[src/rtl/dual_channel_moving_average_decimator_top_defines.svh]
// assertion macros used by the moving average decimator top level
`ifndef DUAL_CHANNEL_MOVING_AVERAGE_DECIMATOR_TOP_DEFINES_SVH
`define DUAL_CHANNEL_MOVING_AVERAGE_DECIMATOR_TOP_DEFINES_SVH

// same-cycle implication, disabled during reset
`define DCMAD_ASSERT_IMPL(label, clk, rst, ante, cons) \
  label: assert property (@(posedge clk) disable iff (rst) (ante) |-> (cons)) \
    else $error("dcmad assertion failed");

// next-cycle implication, disabled during reset
`define DCMAD_ASSERT_NEXT(label, clk, rst, ante, cons) \
  label: assert property (@(posedge clk) disable iff (rst) (ante) |=> (cons)) \
    else $error("dcmad assertion failed");

`endif

[src/rtl/dcmad_pkg.sv]
// shared types and constants of the moving average decimator
package dcmad_pkg;

  localparam int SAMPLE_W = 10;

  typedef logic [SAMPLE_W-1:0] sample_t;

  // channel tags
  localparam logic CH_POSITION = 1'b0;
  localparam logic CH_CURRENT  = 1'b1;

  // one sample pushed into a channel filter
  typedef struct packed {
    logic    push;
    sample_t sample;
  } dcmad_push_t;

endpackage

[src/rtl/dcmad_if.sv]
// valid/ready channel interfaces for samples and averages
interface dcmad_in_if import dcmad_pkg::*; ();
  logic    valid;
  logic    ready;
  logic    channel;
  sample_t sample;

  modport source (output valid, output channel, output sample, input ready);
  modport sink (input valid, input channel, input sample, output ready);
endinterface

interface dcmad_out_if import dcmad_pkg::*; ();
  logic    valid;
  logic    ready;
  sample_t position_average;
  sample_t current_average;

  modport source (output valid, output position_average, output current_average,
                  input ready);
  modport sink (input valid, input position_average, input current_average,
                output ready);
endinterface

[src/rtl/dcmad_ram.sv]
// generic single write port ram with registered read
module dcmad_ram #(
  parameter int WIDTH = 10,
  parameter int DEPTH = 10
) (
  input  logic                                   clk,
  input  logic                                   we,
  input  logic [((DEPTH > 1) ? $clog2(DEPTH) : 1)-1:0] waddr,
  input  logic [WIDTH-1:0]                       wdata,
  input  logic [((DEPTH > 1) ? $clog2(DEPTH) : 1)-1:0] raddr,
  output logic [WIDTH-1:0]                       rdata
);

  logic [WIDTH-1:0] mem [DEPTH];

  always_ff @(posedge clk) begin
    if (we) begin
      mem[waddr] <= wdata;
    end
    rdata <= mem[raddr];
  end

endmodule

[src/rtl/dcmad_channel.sv]
// one boxcar filter channel: sample ring, running sum and mean
module dcmad_channel import dcmad_pkg::*; #(
  parameter int WINDOW = 10
) (
  input  logic        clk,
  input  logic        rst,
  input  dcmad_push_t push,
  output sample_t     mean
);

  localparam int SLOT_W  = (WINDOW > 1) ? $clog2(WINDOW) : 1;
  localparam int SUM_W   = $clog2(WINDOW * ((1 << SAMPLE_W) - 1) + 1);
  localparam int SHIFT   = SUM_W + $clog2(WINDOW);
  localparam int RECIP_W = SUM_W + 1;
  localparam int PROD_W  = SUM_W + RECIP_W;
  // ceil(2^SHIFT / WINDOW), exact floor division for any sum below 2^SUM_W
  localparam logic [RECIP_W-1:0] RECIP =
    RECIP_W'(((64'd1 << SHIFT) + 64'(WINDOW) - 64'd1) / 64'(WINDOW));
  localparam logic [SLOT_W-1:0] LAST_SLOT = SLOT_W'(WINDOW - 1);

  logic [SLOT_W-1:0] slot;
  logic [SLOT_W-1:0] slot_next;
  logic [SLOT_W-1:0] rd_addr;
  logic              wrapped;
  logic [SUM_W-1:0]  sum;
  logic [SUM_W-1:0]  sum_next;
  sample_t           rd_data;
  logic              bypass;
  sample_t           bypass_data;
  sample_t           oldest;
  logic [PROD_W-1:0] product;

  // read ahead so the oldest entry is ready when the next sample arrives
  assign slot_next = (slot == LAST_SLOT) ? '0 : slot + 1'b1;
  assign rd_addr   = push.push ? slot_next : slot;

  dcmad_ram #(
    .WIDTH (SAMPLE_W),
    .DEPTH (WINDOW)
  ) u_ring (
    .clk   (clk),
    .we    (push.push),
    .waddr (slot),
    .wdata (push.sample),
    .raddr (rd_addr),
    .rdata (rd_data)
  );

  // entries not yet written since reset count as zero
  assign oldest   = !wrapped ? '0 : (bypass ? bypass_data : rd_data);
  assign sum_next = sum - SUM_W'(oldest) + SUM_W'(push.sample);

  always_ff @(posedge clk) begin
    if (rst) begin
      slot    <= '0;
      wrapped <= 1'b0;
      sum     <= '0;
      bypass  <= 1'b0;
    end else begin
      // a one-entry ring reads the slot it is writing
      bypass <= push.push && (rd_addr == slot);
      if (push.push) begin
        slot <= slot_next;
        sum  <= sum_next;
        if (slot == LAST_SLOT) begin
          wrapped <= 1'b1;
        end
      end
    end
  end

  always_ff @(posedge clk) begin
    bypass_data <= push.sample;
  end

  // division by the window as a reciprocal multiply
  assign product = PROD_W'(sum) * PROD_W'(RECIP);
  assign mean    = product[SHIFT +: SAMPLE_W];

endmodule

[src/rtl/dual_channel_moving_average_decimator_top.sv]
// top level of the dual channel moving average decimator
// usage:
//   samples  : valid/ready input, one 10-bit converter sample per transfer,
//              tagged with channel 0 (position) or 1 (current)
//   averages : valid/ready output, both channel averages per transfer
//   cfg_we / cfg_wdata : writes acquisition_enable, change only while idle
// each channel keeps a ring of the last WINDOW samples in a small ram and a
// running sum; the average is the sum divided by WINDOW, truncated.
// with acquisition enabled every current sample completes one pair and every
// DECIMATION-th pair produces one output transfer.
// throughput: one sample per cycle while intake is not stalled.
// the sample transfer that completes the decimation count updates the sum
// registers and sets a pending flag; the output register then loads the averages.
// a waiting output does not stop sample intake; samples stall only while a
// second result is due and the output register is still held by the receiver.
// reset clears sums, ring fill state, the pair count, the enable and the
// output valid; ring ram contents need no clearing.
module dual_channel_moving_average_decimator_top import dcmad_pkg::*; #(
  parameter int WINDOW     = 10,
  parameter int DECIMATION = 10
) (
  input  logic               clk,
  input  logic               rst,
  dcmad_in_if.sink           samples,
  dcmad_out_if.source        averages,
  input  logic               cfg_we,
  input  logic               cfg_wdata
);

`include "dual_channel_moving_average_decimator_top_defines.svh"

  localparam int CNT_W = (DECIMATION > 1) ? $clog2(DECIMATION) : 1;
  localparam logic [CNT_W-1:0] LAST_PAIR = CNT_W'(DECIMATION - 1);

  logic        acq_enable;
  logic [CNT_W-1:0] pair_count;
  logic        emit_pend;
  logic        out_free;
  logic        accept;
  logic        pair_done;
  logic        emit;
  dcmad_push_t pos_push;
  dcmad_push_t cur_push;
  sample_t     pos_mean;
  sample_t     cur_mean;

  // output register can take a result this cycle
  assign out_free = !averages.valid || averages.ready;
  // stall intake only when a result is pending and cannot move out
  assign samples.ready = !emit_pend || out_free;
  assign accept = samples.valid && samples.ready;

  assign pos_push.push   = accept && (samples.channel == CH_POSITION);
  assign pos_push.sample = samples.sample;
  assign cur_push.push   = accept && (samples.channel == CH_CURRENT);
  assign cur_push.sample = samples.sample;

  // a current sample completes a pair; counted only while enabled
  assign pair_done = cur_push.push && acq_enable;
  assign emit      = pair_done && (pair_count == LAST_PAIR);

  dcmad_channel #(.WINDOW (WINDOW)) u_position (
    .clk  (clk),
    .rst  (rst),
    .push (pos_push),
    .mean (pos_mean)
  );

  dcmad_channel #(.WINDOW (WINDOW)) u_current (
    .clk  (clk),
    .rst  (rst),
    .push (cur_push),
    .mean (cur_mean)
  );

  // config register
  always_ff @(posedge clk) begin
    if (rst) begin
      acq_enable <= 1'b0;
    end else if (cfg_we) begin
      acq_enable <= cfg_wdata;
    end
  end

  // decimation count and pending result flag
  always_ff @(posedge clk) begin
    if (rst) begin
      pair_count <= '0;
      emit_pend  <= 1'b0;
    end else begin
      if (pair_done) begin
        pair_count <= emit ? '0 : pair_count + 1'b1;
      end
      if (emit) begin
        emit_pend <= 1'b1;
      end else if (out_free) begin
        emit_pend <= 1'b0;
      end
    end
  end

  // output register, loaded from the sums left by the emitting sample
  always_ff @(posedge clk) begin
    if (rst) begin
      averages.valid <= 1'b0;
    end else if (emit_pend && out_free) begin
      averages.valid <= 1'b1;
    end else if (averages.ready) begin
      averages.valid <= 1'b0;
    end
  end

  always_ff @(posedge clk) begin
    if (emit_pend && out_free) begin
      averages.position_average <= pos_mean;
      averages.current_average  <= cur_mean;
    end
  end

  `DCMAD_ASSERT_IMPL(a_stall_when_blocked, clk, rst, emit_pend && !out_free, !samples.ready)
  `DCMAD_ASSERT_NEXT(a_pending_moves_out, clk, rst, emit_pend && out_free, averages.valid)
  `DCMAD_ASSERT_IMPL(a_pair_range, clk, rst, 1'b1, pair_count <= LAST_PAIR)
  `DCMAD_ASSERT_NEXT(a_position_keeps_count, clk, rst, pos_push.push, $stable(pair_count))
  `DCMAD_ASSERT_NEXT(a_disabled_keeps_count, clk, rst, !acq_enable && !cfg_we, $stable(pair_count))

endmodule

[src/flat_wrapper.sv]
// flat-port wrapper written by rule: the top's interface ports become plain ports
module dual_channel_moving_average_decimator_top_flat import dcmad_pkg::*;
#(
  parameter int WINDOW     = 10,
  parameter int DECIMATION = 10
)
  (clk, rst, cfg_we, cfg_wdata, samples_valid, samples_channel, samples_sample, samples_ready, averages_valid, averages_position_average, averages_current_average, averages_ready);
  dcmad_in_if samples_i ();
  dcmad_out_if averages_i ();
  input  logic clk;
  input  logic rst;
  input  logic cfg_we;
  input  logic cfg_wdata;
  input wire logic [$bits(samples_i.valid)-1:0] samples_valid;
  input wire logic [$bits(samples_i.channel)-1:0] samples_channel;
  input wire logic [$bits(samples_i.sample)-1:0] samples_sample;
  output wire logic [$bits(samples_i.ready)-1:0] samples_ready;
  output wire logic [$bits(averages_i.valid)-1:0] averages_valid;
  output wire logic [$bits(averages_i.position_average)-1:0] averages_position_average;
  output wire logic [$bits(averages_i.current_average)-1:0] averages_current_average;
  input wire logic [$bits(averages_i.ready)-1:0] averages_ready;
  assign samples_i.valid = samples_valid;
  assign samples_i.channel = samples_channel;
  assign samples_i.sample = samples_sample;
  assign samples_ready = samples_i.ready;
  assign averages_valid = averages_i.valid;
  assign averages_position_average = averages_i.position_average;
  assign averages_current_average = averages_i.current_average;
  assign averages_i.ready = averages_ready;
  dual_channel_moving_average_decimator_top #(.WINDOW(WINDOW), .DECIMATION(DECIMATION)) u_core (.clk(clk), .rst(rst), .samples(samples_i), .averages(averages_i), .cfg_we(cfg_we), .cfg_wdata(cfg_wdata));
endmodule
[config.mk]
export PLATFORM = sky130hd
export DESIGN_NAME = dual_channel_moving_average_decimator_top_flat
export DESIGN_NICKNAME = d
export VERILOG_FILES = /design/src/rtl/dcmad_pkg.sv /design/src/rtl/dcmad_if.sv /design/src/rtl/dcmad_ram.sv /design/src/rtl/dcmad_channel.sv /design/src/rtl/dual_channel_moving_average_decimator_top.sv /design/src/flat_wrapper.sv
export VERILOG_INCLUDE_DIRS = /design/src /design/src/rtl
export SDC_FILE = /design/constraint.sdc
export NUM_CORES = 1
export LEC_CHECK = 0
export BUFFER_PORTS_ARGS = -buffer_cell sky130_fd_sc_hd__buf_4
export CAP_MARGIN = 25
export CORE_ASPECT_RATIO = 0.5
export CORE_MARGIN = 5
export CORE_UTILIZATION = 55
export CTS_CLUSTER_DIAMETER = 150
export CTS_CLUSTER_SIZE = 40
export DETAILED_ROUTE_END_ITERATION = 16
export GPL_ROUTABILITY_DRIVEN = 0
export PLACE_DENSITY = 0.71
export SKIP_CTS_REPAIR_TIMING = 1
export SYNTH_ARGS = -nofsm -noshare
export SYNTH_HDL_FRONTEND = slang
export SYNTH_HIERARCHICAL = 1
export SYNTH_SLANG_ARGS = --single-unit
[constraint.sdc]
create_clock -name clk -period 7.4 [get_ports clk]
set_input_delay 2.22 -clock clk [delete_from_list [all_inputs] [get_ports clk]]
set_output_delay 2.22 -clock clk [all_outputs]
set_load 0.02 [all_outputs]
=== Word level (Yosys, flattened, before mapping) ===
Memories as Yosys holds them, arrays and structs flattened. A register that Yosys moved wholly into a read port is not among the register bits.
Index checks and enable logic that the tools add are counted.
Widths: inputs -> output; s select.

* Register bits after elaboration: 77
* Bits in writable memories: 200
* Input port bits: 17
* Output and inout bits: 22
* Logic and storage cells: 65
* Memories kept: 2

* $add $sub $neg: 7
* Multiply operators: 2
* Equality and inequality tests: 5
* Muxes and demuxes: 17
* Bitwise logic cells: 1
* Reductions and logical operators: 16

{| class="wikitable"
|+ Memory list
! memory !! words !! width !! rd ports !! clocked after Yosys merged registers in !! write ports !! RTL line !! RTL
|-
| u_core.u_current.u_ring.mem || 10 || 10 || 1 || 1 || 1 || dcmad_ram.sv:14 || <nowiki>logic [WIDTH-1:0] mem [DEPTH];</nowiki>
|-
| u_core.u_position.u_ring.mem || 10 || 10 || 1 || 1 || 1 || dcmad_ram.sv:14 ||
|}

{| class="wikitable"
|+ Operators by type and width
! cell !! count
|-
| $mul 14x15->28 const B || 2
|-
| $mux 10 || 4
|-
| $add 14x10->14 || 2
|-
| $sub 14x10->14 || 2
|-
| $mux 4 || 5
|-
| $add 4x1->4 const B || 3
|-
| $eq 4x4->1 const B || 3
|-
| $eq 4x4->1 || 2
|-
| $logic_and 1x1->1 || 8
|-
| $mux 1 || 8
|-
| $reduce_and 2->1 || 2
|-
| $reduce_bool 2->1 || 2
|-
| $logic_not 1->1 || 2
|-
| $logic_or 1x1->1 || 2
|-
| $not 1->1 || 1
|}

=== Longest topological paths before layout ===
Gate-level depths: netlist (run 1).

* Word-level depth: 8
* Gate-level depth with buffers: 21
* Depth with buffers taken out: 20

=== By module ===
The synthesis (run 1) kept the hierarchy.

{| class="wikitable"
|+ By module, submodules not included
! module !! times used !! cells each !! area an instance (um2) !! seq. area each (um2)
|-
| dcmad_ram || 2 || 230 || 4,247.8 || 3,203.1
|-
| dcmad_channel (u_core.u_current) || 1 || 580 || 5,411.4 || 600.6
|-
| dcmad_channel (u_core.u_position) || 1 || 578 || 5,406.4 || 600.6
|-
| dual_channel_moving_average_decimator_top || 1 || 65 || 974.7 || 740.7
|}

=== Worst setup path after synthesis (run 1) ===
No wires, ideal clock.

* Kind: reg2reg
* From: reg u_core.u_current.sum[11]
* To: reg u_core.averages.current_average[9] (data pin)
* Library setup time: 0.251 ns
* Arrival: 5.075 ns
* Path slack: 2.074 ns
* Stages on the path, launching flop included: 17
* Buffers on the path: 1
* Cells stage by stage: dfxtp_1 -> fa_1 -> inv_1 -> fa_1 -> fa_1 -> fa_1 -> inv_1 -> fa_1 -> fa_1 -> ha_1 -> a21o_1 -> a2111oi_2 -> nor3b_1 -> a31oi_1 -> a41oi_1 -> xnor2_1 -> buf_4

* Word-level cells in the longest chain between the ends: 1

{| class="wikitable"
|+ Ends and longest elaborated chain
! what !! RTL line !! RTL
|-
| start: declaration || dcmad_channel.sv:25 || <nowiki>logic [SUM_W-1:0] sum;</nowiki>
|-
| start signal: assignment || dcmad_channel.sv:64 || <nowiki>sum <= sum_next;</nowiki>
|-
| $mul 14x15->28 || dcmad_channel.sv:77 || <nowiki>assign product = PROD_W'(sum) * PROD_W'(RECIP);</nowiki>
|-
| via u_core.u_current.product[27] || dcmad_channel.sv:31 || <nowiki>logic [PROD_W-1:0] product;</nowiki>
|-
| end signal: assignment || dual_channel_moving_average_decimator_top.sv:116 || <nowiki>averages.current_average <= cur_mean;</nowiki>
|-
| end: declaration || dcmad_if.sv:18 || <nowiki>modport source (output valid, output position_average, output current_average,</nowiki>
|}

The timed path passes the listed nets, and every way through them passes these cells.
A chain may end at the register's enable or synchronous reset.

=== Final worst setup path (run 1) ===
* From: reg u_core.u_current.sum[6]
* To: reg u_core.averages.current_average[6] (data pin)

* Word-level cells in the longest chain between the ends: 1

{| class="wikitable"
|+ Ends and longest elaborated chain
! what !! RTL line !! RTL
|-
| $mul 14x15->28 || dcmad_channel.sv:77 ||
|-
| via u_core.cur_mean[6] || dual_channel_moving_average_decimator_top.sv:45 || <nowiki>sample_t cur_mean;</nowiki>
|}

The timed path passes the listed nets, and every way through them passes these cells.

==> impl_metrics.py, run 1 <==
metrics = {
    "power_and_ir_drop": {
        "power.internal_mw": 3.295,
        "leakagePower_nw": 9.401,
        "cellPowerDensity_mw_per_mm2": 245.2,
        "report.power.total_mw": 5.224,
        "pwr-share-seq_pct": 38.1,
        "p_sw_share_pct": 36.93,
        "pwr-share-comb_pct": 46.4,
        "vdd_ir_drop_max_v": 0.0001456,
        "switching_power_mw": 1.929,
        "p_clk_share_pct": 15.6,
    },
    "cells_and_area": {
        "antennaDiodeCount": 0,
        "final_common_cell": "inv_1",
        "layout_common_cells": "inv_1 (304), ha_1 (224), edfxtp_1 (220), fa_1 (140), dfxtp_1 (87)",
        "final-instance-count-excl-fill": 2183,
        "fin_util_pct": 58.89,
        "fin_area_mm2": 0.02130,
        "area_growth_syn_to_layout_pct": 5.001,
        "nets": 2077,
        "drive_gt1_share_pct": 10.65,
    },
    "critical_path": {
        "crit_fanout": 6,
        "critPathRequiredTime_ns": 7.68,
        "critical_path_class": "reg2reg",
        "r2r_slack_ns": 1.75,
        "endpoint_kind": "flop",
        "crit_slowest_cell": "fa_1",
        "cp.buffers_inverters": 4,
        "crit_chain": "inv_1 > ha_1 > fa_1 > inv_1 > fa_1 > fa_1 > inv_1 > fa_1 > inv_1 > fa_1 > ha_1 > a21o_1 > a2111oi_2 > nor3b_1 > a31oi_1 > a221oi_2 > xnor2_1",
        "cpLargestDelayFamily": "adder cells",
        "startpoint_type": "flop",
        "max_stage_delay_ns": 0.55,
        "cp_common_cell": "fa_1",
        "arrival_ns": 5.93,
    },
    "outcome": {
        "status": "finished clean",
    },
    "sta": {
        "worst_pin_slew_ns": 1.045,
        "fin_ws_ns": 1.753,
        "rsz0062_at_grt": "no",
        "post-route-min-period_ns": 5.647,
        "fin_crit_sh_pct": 76.30,
        "fin_worst_skew_ns": 0.02447,
        "final-setup-viol-count": 0,
        "max-slew-margin-rel_pct": 30.10,
        "fmax_mhz": 177.1,
        "whs_ns": 0.5149,
        "finalMaxSlewViolations": 0,
        "setup_tns_ns": 0,
        "hold_violations": 0,
    },
    "logic_synthesis": {
        "synth-edff-count": 220,
        "synth.yosys.seq_area_share_pct": 41.15,
        "yosys.cell_types.count": 79,
        "syn_nets": 2064,
        "syn_area_per_cell_um2": 12.05,
        "yosys.area.top_type": "edfxtp_1",
        "synthFlopType": "edfxtp_1",
        "synth_top_cells_by_area": "edfxtp_1 (33%), fa_1 (14%), ha_1 (14%)",
        "synth_top_area_share_pct": 32.56,
        "synth-seq-cells": 307,
        "async_flop_share_pct": 0,
        "yosysWarningCount": 6,
        "synthCells": 1683,
        "synth_area_mm2": 0.02029,
    },
    "clock_network": {
        "clkSinkCount": 307,
        "cts_root_buf": "clkbuf_16",
        "cts_made_buffers": 11,
        "clkTransAtPathRegs_ns": 0.14,
        "clockBufferDepth": 3,
        "htree_num_levels": 1,
        "cts_tree": "yes",
        "clock_latency_ns": 0.52,
    },
    "routing": {
        "post-route-drc-count": 0,
        "wl_per_cell_um": 18.21,
        "ant_nets": 0,
        "avgViaCountPerCell": 5.516,
        "vias": 12040,
        "routed_wirelength_um": 39760,
        "dr.pass1.iters": 4,
        "drt-initial-drc-count": 740,
    },
    "global_routing": {
        "overflow": 0,
        "track_usage_pct": 19.51,
        "antenna_found_initial": 0,
        "grt_pass1_wl_um": 65180,
        "grt_pass1_vias": 12490,
        "grt_max_degree": 55,
    },
    "floorplan": {
        "io-pin-count": 39,
        "fp.dieW_um": 281.6,
        "die_h_um": 145.8,
        "initial_core_util_pct": 56.09,
        "num_rows": 49,
        "core_area_mm2": 0.03617,
        "die-area_mm2": 0.04106,
    },
    "placement": {
        "io_buffer_count": 38,
        "hpwl_um": 30030,
        "dp.cells": 2163,
        "placed_area_mm2": 0.02095,
        "dp_slack_ns": 1.758,
    },
    "hold_path": {
        "hold_class": "reg2reg",
    },
    "flow_run": {
        "cap_violations": 0,
    },
}
## state kept, by name (all words and copies together), names as in the netlist, 4 cells and up
register	flops
u_core/averages.current_average	10
u_core/averages.position_average	10
u_core/pair_count	4
u_core/u_current/bypass_data	10
u_core/u_current/slot	4
u_core/u_current/sum	14
u_core/u_current/u_ring/mem	100
u_core/u_current/u_ring/rdata	10
u_core/u_position/bypass_data	10
u_core/u_position/slot	4
u_core/u_position/sum	14
u_core/u_position/u_ring/mem	100
u_core/u_position/u_ring/rdata	10
## power groups by stage
stage,clock network [mW],logic [mW],registers [mW]
floorplan,0,2.01,2.00
global placement,0,2.31,2.02
detailed placement,0,2.41,2.03
global route,0.891,2.81,2.00
CTS,0.836,2.44,1.99
finish,0.813,2.42,1.99
## tightest hold or removal path: stages, from the launching register on
cell and delay (ns):
dfxtp_1 0.37, a21oi_1 0.05, nor2_1 0.07
## layout make-up
class	instances	area, um2
tap	484	605.6
clock inverter	2	41.29
inverter	304	1141
fill	2930	14870
timing repair buffer	56	440.4
sequential	307	8348
clock buffer	14	286.5
multi-input combinational	1016	10440
## final timing paths
check	start	to	cells after the start
min reg2reg	u_core/emit_pend	u_core/averages.valid	2
max reg2reg	u_core/u_current/sum[6]	u_core/averages.current_average[6]	17
max	u_core/u_current/sum[6]	u_core/averages.current_average[6]	17
min	u_core/emit_pend	u_core/averages.valid	2
## kinds of logic (layout without fill, tap and decap cells)
kind of cell	count (synthesis)	in the layout	synth area share, %
AOI/OAI and AO/OA	222	222	8.393
xor gates and xnor gates	42	42	1.813
adders and majority gates	364	364	27.63
buffers and inverters	360	376	7.610
DFF	307	307	41.15
muxes	132	132	6.889
other	2	2	0.03702
and+or+nand+nor	254	254	6.482
## routing by layer
layer | wire, um | part of all wire [%] | vias up | track usage, %
met3 | 1707 | 4.3 | 31 | 2.741
met2 | 18050 | 45 | 226 | 31.33
met1 | 19470 | 49 | 6036 | 29.20
li1 | - | - | 5748 | -
met4 | 519 | 1.3 | 0 | 2.861
met5 | 0 | 0 | - | 0
## cell usage after synthesis, drive strengths merged (7+ instances only)
master and number:
a211oi 13, a21o 13, a21oi 45, a22o 21, a31oi 7, buf 40
clkbuf 16, dfxtp 87, edfxtp 220, fa 140, ha 224, inv 304
mux2 61, mux2i 71, nand2 46, nand2b 23, nand3 13, nor2 72
nor2b 39, nor3 13, o21a 8, o21ai 31, o22ai 22, o31ai 27
xnor2 35, xor2 7
(Power assumes the default switching activity.)
==> run 2, diff against run 1 <==
- ABC_AREA: default -> 1
- PLACE_DENSITY: 0.71 -> 0.74
- clock period: 7.4 -> 4.9 ns (I/O delays scaled with it)
==> run 2 against run 1 <==
Final area increased by 12%. Maximum frequency rose by 19%. Combinational power increased by 99%. Sequential share of layout area down 4.2 points. Worst setup slack got worse by 1.6 ns. Cell count grew 48%.
==> impl_metrics.py, run 2 <==
metrics = {
    "hold_path": {
        "hold_class": "reg2reg",
        "hp-start": "u_core/u_current/u_ring/mem[9][6]",
    },
    "critical_path": {
        "critPathLaunch": "u_core/u_current/sum[12]",
        "cpLargestDelayFamily": "adder cells",
        "startpoint_type": "flop",
        "crit_fanout": 4,
        "max_stage_delay_ns": 0.53,
        "crit_chain": "fa_2 > fa_1 > fa_1 > inv_1 > fa_1 > inv_1 > fa_1 > inv_1 > fa_1 > inv_1 > ha_4 > nand2_2 > inv_2 > nand2_1 > nand2_1 > o21bai_1 > nand2_1 > nand3_1 > nand2_1 > nand2_1",
        "critPathRequiredTime_ns": 5.18,
        "crit_slowest_cell": "fa_1",
        "critical_path_class": "reg2reg",
        "endpoint_kind": "flop",
        "cp.buffers_inverters": 5,
        "r2r_start": "u_core/u_current/sum[12]",
        "arrival_ns": 5.03,
    },
    "clock_network": {
        "cts_tree": "yes",
        "clkSinkCount": 307,
        "cts_root_buf": "clkbuf_16",
        "clockBufferDepth": 3,
        "clkTransAtPathRegs_ns": 0.15,
        "cts_made_buffers": 11,
        "clock_latency_ns": 0.50,
        "htree_num_levels": 1,
    },
    "logic_synthesis": {
        "synth_fa_ha_area_share_pct": 24.90,
        "syn_area_per_cell_um2": 8.447,
        "synth-edff-count": 220,
        "synth_area_mm2": 0.02251,
        "yosys.cell_count.top_type": "inv_1",
        "syn_nets": 3046,
        "yosysWarningCount": 6,
        "synth_mux_area_share_pct": 0,
        "synth_xor_area_share_pct": 0.6225,
        "synth_common_cells": "inv_1 (626), nand2_1 (612), ha_1 (224), edfxtp_1 (220), nand3_1 (213)",
        "yosys.cell_types.count": 41,
        "yosys.area.top_type": "edfxtp_1",
        "synth_top_cells_by_area": "edfxtp_1 (29%), fa_1 (12%), ha_1 (12%)",
        "async_flop_share_pct": 0,
        "synth_compound_area_share_pct": 4.391,
        "synthCells": 2665,
        "synth-seq-cells": 307,
        "synth_top_area_share_pct": 29.35,
        "synthFlopType": "edfxtp_1",
        "synth.yosys.seq_area_share_pct": 37.08,
        "synth-simple-area-share_pct": 20.20,
        "synth_top_family_by_area": "adder cells",
    },
    "floorplan": {
        "die_h_um": 153.1,
        "fp.dieW_um": 296.1,
        "die-area_mm2": 0.04532,
        "num_rows": 52,
        "initial_core_util_pct": 55.72,
        "core_area_mm2": 0.04040,
        "io-pin-count": 39,
    },
    "sta": {
        "fin_crit_sh_pct": 96.91,
        "finalMaxSlewViolations": 0,
        "fmax_mhz": 210.6,
        "fin_worst_skew_ns": 0.03389,
        "worst_pin_slew_ns": 1.025,
        "final-setup-viol-count": 0,
        "rsz0062_at_grt": "yes",
        "setup_tns_ns": 0,
        "hold_violations": 0,
        "max-slew-margin-rel_pct": 31.39,
        "post-route-min-period_ns": 4.748,
    },
    "placement": {
        "io_buffer_count": 38,
        "dp.cells": 3213,
        "hpwl_um": 35430,
    },
    "cells_and_area": {
        "final_common_cell": "inv_1",
        "final-instance-count-excl-fill": 3231,
        "area_growth_syn_to_layout_pct": 6.069,
        "fin_util_pct": 59.10,
        "layout_common_cells": "inv_1 (619), nand2_1 (605), edfxtp_1 (220), nand3_1 (213), ha_1 (213)",
        "nets": 3068,
        "largestRegisters": "u_core/u_current/u_ring/mem (100), u_core/u_position/u_ring/mem (100)",
        "antennaDiodeCount": 0,
        "drive_gt1_share_pct": 6.763,
    },
    "global_routing": {
        "grt_pass1_vias": 15600,
        "track_usage_pct": 20.71,
        "overflow": 0,
        "grt_max_degree": 51,
        "antenna_found_initial": 0,
        "grt_pass1_wl_um": 77750,
    },
    "power_and_ir_drop": {
        "p_sw_share_pct": 43.24,
        "power.internal_mw": 5.074,
        "vdd_ir_drop_max_v": 0.0002755,
        "leakagePower_nw": 12.16,
        "pwr-share-comb_pct": 53.9,
        "switching_power_mw": 3.866,
        "p_clk_share_pct": 13.3,
        "cellPowerDensity_mw_per_mm2": 374.4,
        "pwr-share-seq_pct": 32.8,
    },
    "routing": {
        "vias": 16260,
        "wl_met3_um": 2298,
        "drt-initial-drc-count": 1014,
        "post-route-drc-count": 0,
        "top_layer": "met4",
        "routed_wirelength_um": 46810,
        "dr.pass1.iters": 6,
        "wl_per_cell_um": 14.49,
        "ant_nets": 0,
        "avgViaCountPerCell": 5.032,
        "wl_met2_um": 21600,
        "wl_met1_um": 22210,
    },
    "flow_run": {
        "cap_violations": 0,
    },
    "outcome": {
        "status": "finished clean",
    },
}
## run 2: area by class of cell
type | count | area, um2
flip-flops and latches | 307 | 8362
repair buffers | 77 | 590.6
clock buffers | 16 | 294.0
clock inverters | 1 | 16.27
multi-input cells | 1650 | 11530
inverters | 640 | 2412
fillers | 3469 | 16530
well taps | 540 | 675.6
## run 2: path summary, 6_finish.rpt
check	depth (start not counted)	slack, ns	endpoint
worst max-delay path	20	0.15	u_core/averages.current_average[5]
worst min-delay path	2	0.47	u_core/u_current/u_ring/rdata[6]
worst max register to register	20	0.15	u_core/averages.current_average[5]
worst min register to register	2	0.47	u_core/u_current/u_ring/rdata[6]
## run 2: kinds of logic after synthesis
kind of cell | count (synthesis)
AOI/OAI and AO/OA | 185
adders and majority gates | 364
DFF | 307
buffers and inverters | 708
and+or+nand+nor | 1083
other | 2
xor gates and xnor gates | 16
## run 2: worst register-to-register path: stages, from the launching register on
cell,delay [ns]
dfxtp_4,0.39
fa_2,0.36
fa_1,0.50
fa_1,0.51
inv_1,0.05
fa_1,0.53
inv_1,0.05
fa_1,0.51
inv_1,0.06
fa_1,0.53
inv_1,0.08
ha_4,0.26
nand2_2,0.10
inv_2,0.06
nand2_1,0.06
nand2_1,0.06
o21bai_1,0.16
nand2_1,0.08
nand3_1,0.07
nand2_1,0.06
nand2_1,0.04
## run 2: per-stage QoR
| step | instance area [um2] | hold WS, ns | total power [mW] | setup WS, ns |
|---|---|---|---|---|
| after global routing | 23880 | 0.4974 | 9.817 | -0.03546 |
| after global placement | 23330 | 0.4397 | 7.233 | 0.01835 |
| after CTS | 23640 | 0.4715 | 8.540 | -0.08862 |
| final | 23880 | 0.4671 | 8.941 | 0.1516 |
| after floorplan | 22510 | 0.4346 | 6.527 | 0.06616 |
| after detailed placement | 23330 | 0.4475 | 7.334 | -0.04968 |
## run 2: power groups by stage
| stage | sequential (mW) | combinational (mW) | clock (mW) |
|---|---|---|---|
| 6_report | 2.94 | 4.82 | 1.19 |
| 5_1_grt | 2.94 | 5.56 | 1.31 |
| 3_3_place_gp | 2.99 | 4.24 | 0 |
| 4_1_cts | 2.93 | 4.40 | 1.21 |
| 2_1_floorplan | 3.00 | 3.53 | 0 |
| 3_5_place_dp | 2.99 | 4.34 | 0 |
## run 2: routing by layer
metal	up-vias	GRT usage, %
met5	-	0
met4	0	3.441
met3	42	1.870
met2	347	34.16
met1	7597	30.61
li1	8272	-
==> run 3, diff against run 2 <==
- CORE_UTILIZATION: 55 -> 45
- PLACE_DENSITY: 0.74 -> default
- SKIP_CTS_REPAIR_TIMING: 1 -> default
==> run 3 against run 2 <==
Register-to-register slack lost 0.03 ns. Global-route usage shrank 2.5 points. Via count shrank 0.47%. Maximum frequency shrank 0.64%. Worst setup slack lost 0.031 ns. Clock skew shrank 0.0019 ns. Sequential share of layout area shrank 0.37 points. Die area grew 21%. Critical endpoint is now u_core/averages.current_average[4].
==> impl_metrics.py, run 3 (synthesis gave the netlist of run 2 again) <==
metrics = {
    "outcome": {
        "status": "finished clean",
    },
    "sta": {
        "post-route-min-period_ns": 4.779,
        "final-setup-viol-count": 0,
        "fin_worst_skew_ns": 0.03203,
        "fin_crit_sh_pct": 97.53,
        "hold_violations": 0,
        "rsz0062_at_grt": "yes",
        "fmax_mhz": 209.2,
        "max-slew-margin-rel_pct": 34.00,
        "worst_pin_slew_ns": 0.9863,
        "finalMaxSlewViolations": 0,
    },
    "critical_path": {
        "cp_common_cell": "nand2_1",
        "crit_slowest_cell": "fa_1",
        "startpoint_type": "flop",
        "max_stage_delay_ns": 0.56,
        "arrival_ns": 5.07,
        "cp.buffers_inverters": 3,
        "critical_path_class": "reg2reg",
        "endpoint_kind": "flop",
        "crit_fanout": 4,
        "cpLargestDelayFamily": "adder cells",
        "critPathRequiredTime_ns": 5.19,
        "crit_chain": "fa_2 > inv_1 > fa_1 > fa_1 > fa_1 > inv_1 > fa_1 > fa_1 > ha_4 > nand2_1 > nand2_1 > inv_1 > nand2_1 > o21bai_1 > nand2_1 > nand3_1 > nand2_1 > nand2_1",
    },
    "cells_and_area": {
        "layout_common_cells": "inv_1 (617), nand2_1 (605), edfxtp_1 (220), nand3_1 (213), ha_1 (210)",
        "drive_gt1_share_pct": 7.405,
        "nets": 3078,
        "largestRegisters": "u_core/u_current/u_ring/mem (100), u_core/u_position/u_ring/mem (100)",
        "area_growth_syn_to_layout_pct": 7.203,
        "final-instance-count-excl-fill": 3351,
        "final_common_cell": "inv_1",
    },
    "routing": {
        "dr.pass1.iters": 6,
        "ant_nets": 0,
        "avgViaCountPerCell": 4.829,
        "drt-initial-drc-count": 1177,
        "post-route-drc-count": 0,
        "wl_per_cell_um": 14.93,
        "routed_wirelength_um": 50030,
        "vias": 16180,
    },
    "floorplan": {
        "initial_core_util_pct": 45.95,
        "die-area_mm2": 0.05487,
        "num_rows": 57,
        "io-pin-count": 39,
        "fp.dieW_um": 326.3,
        "core_area_mm2": 0.04900,
        "die_h_um": 168.2,
    },
    "clock_network": {
        "clkTransAtPathRegs_ns": 0.16,
        "cts_made_buffers": 11,
        "cts_root_buf": "clkbuf_16",
        "ctsHoldBuffers": 0,
        "htree_num_levels": 1,
        "clkSinkCount": 307,
        "clock_latency_ns": 0.52,
        "clockBufferDepth": 3,
        "cts_tree": "yes",
    },
    "hold_path": {
        "hold_class": "reg2reg",
    },
    "power_and_ir_drop": {
        "vdd_ir_drop_max_v": 0.0003159,
        "leakagePower_nw": 12.20,
        "report.power.total_mw": 9.107,
        "cellPowerDensity_mw_per_mm2": 377.3,
    },
    "placement": {
        "io_buffer_count": 38,
        "hpwl_um": 37740,
        "dp.cells": 3332,
    },
    "global_routing": {
        "track_usage_pct": 18.24,
        "grt_max_degree": 51,
        "antenna_found_initial": 0,
        "grt_pass1_vias": 15630,
        "overflow": 0,
        "grt_pass1_wl_um": 81960,
    },
    "flow_run": {
        "cap_violations": 0,
    },
}
[run 3: worst paths after layout]
path / start / to / slack (ns) / depth (start not counted)
max reg2reg: u_core/u_current/sum[12] / u_core/averages.current_average[4] / 0.12 / 18
max: u_core/u_current/sum[12] / u_core/averages.current_average[4] / 0.12 / 18
min reg2reg: u_core/u_position/u_ring/mem[9][6] / u_core/u_position/u_ring/rdata[6] / 0.45 / 2
min: u_core/u_position/u_ring/mem[9][6] / u_core/u_position/u_ring/rdata[6] / 0.45 / 2
[run 3: per-stage QoR]
| step | util (%) | hold slack (ns) | setup TNS, ns | setup slack, ns | area (um2) |
|---|---|---|---|---|---|
| global route | 49.25 | 0.4720 | -0.06166 | -0.05270 | 24130 |
| global placement | 48.01 | 0.4437 | 0 | 0.01262 | 23530 |
| finish | 49.26 | 0.4529 | 0 | 0.1209 | 24130 |
| detailed placement | 48.01 | 0.4421 | -0.2474 | -0.05899 | 23530 |
| CTS | 48.65 | 0.4498 | -0.01015 | -0.01015 | 23840 |
| floorplan | - | 0.4346 | 0 | 0.06616 | 22510 |
[run 3: what timing repair did]
action,in CTS,in global routing
resized for setup,2,66
gates cloned,0,0
pin swaps,0,14
setup buffers,0,1
endpoints found under the setup margin,13,20
[run 3: tightest hold or removal path, stage by stage (launching register included)]
cell and delay [ns]:
edfxtp_1 0.34, o21ai_0 0.06, nand2_1 0.06
[run 3: power breakdown]
part | leakage, nW | switching [mW] | internal, mW
sequential | 2.71 | 0.0357 | 2.90
clock | 0.148 | 0.774 | 0.434
combinational | 9.34 | 3.15 | 1.82
[run 3: routing by layer]
layer	up-vias	GRT usage (%)	part of all wire, %
li1	8303	-	-
met1	7567	27.72	50
met2	265	29.15	44
met3	47	1.563	3.9
met4	0	2.916	1.6
met5	-	0	0
[run 3: final cells by class]
class	instances	area, um2
Inverter	640	2412
Fill cell	4662	24860
Sequential cell	307	8362
Multi-Input combinational cell	1650	11580
Antenna cell	1	2.502
Clock buffer	16	294.0
Tap cell	649	812.0
Clock inverter	1	16.27
Timing Repair Buffer	87	653.1
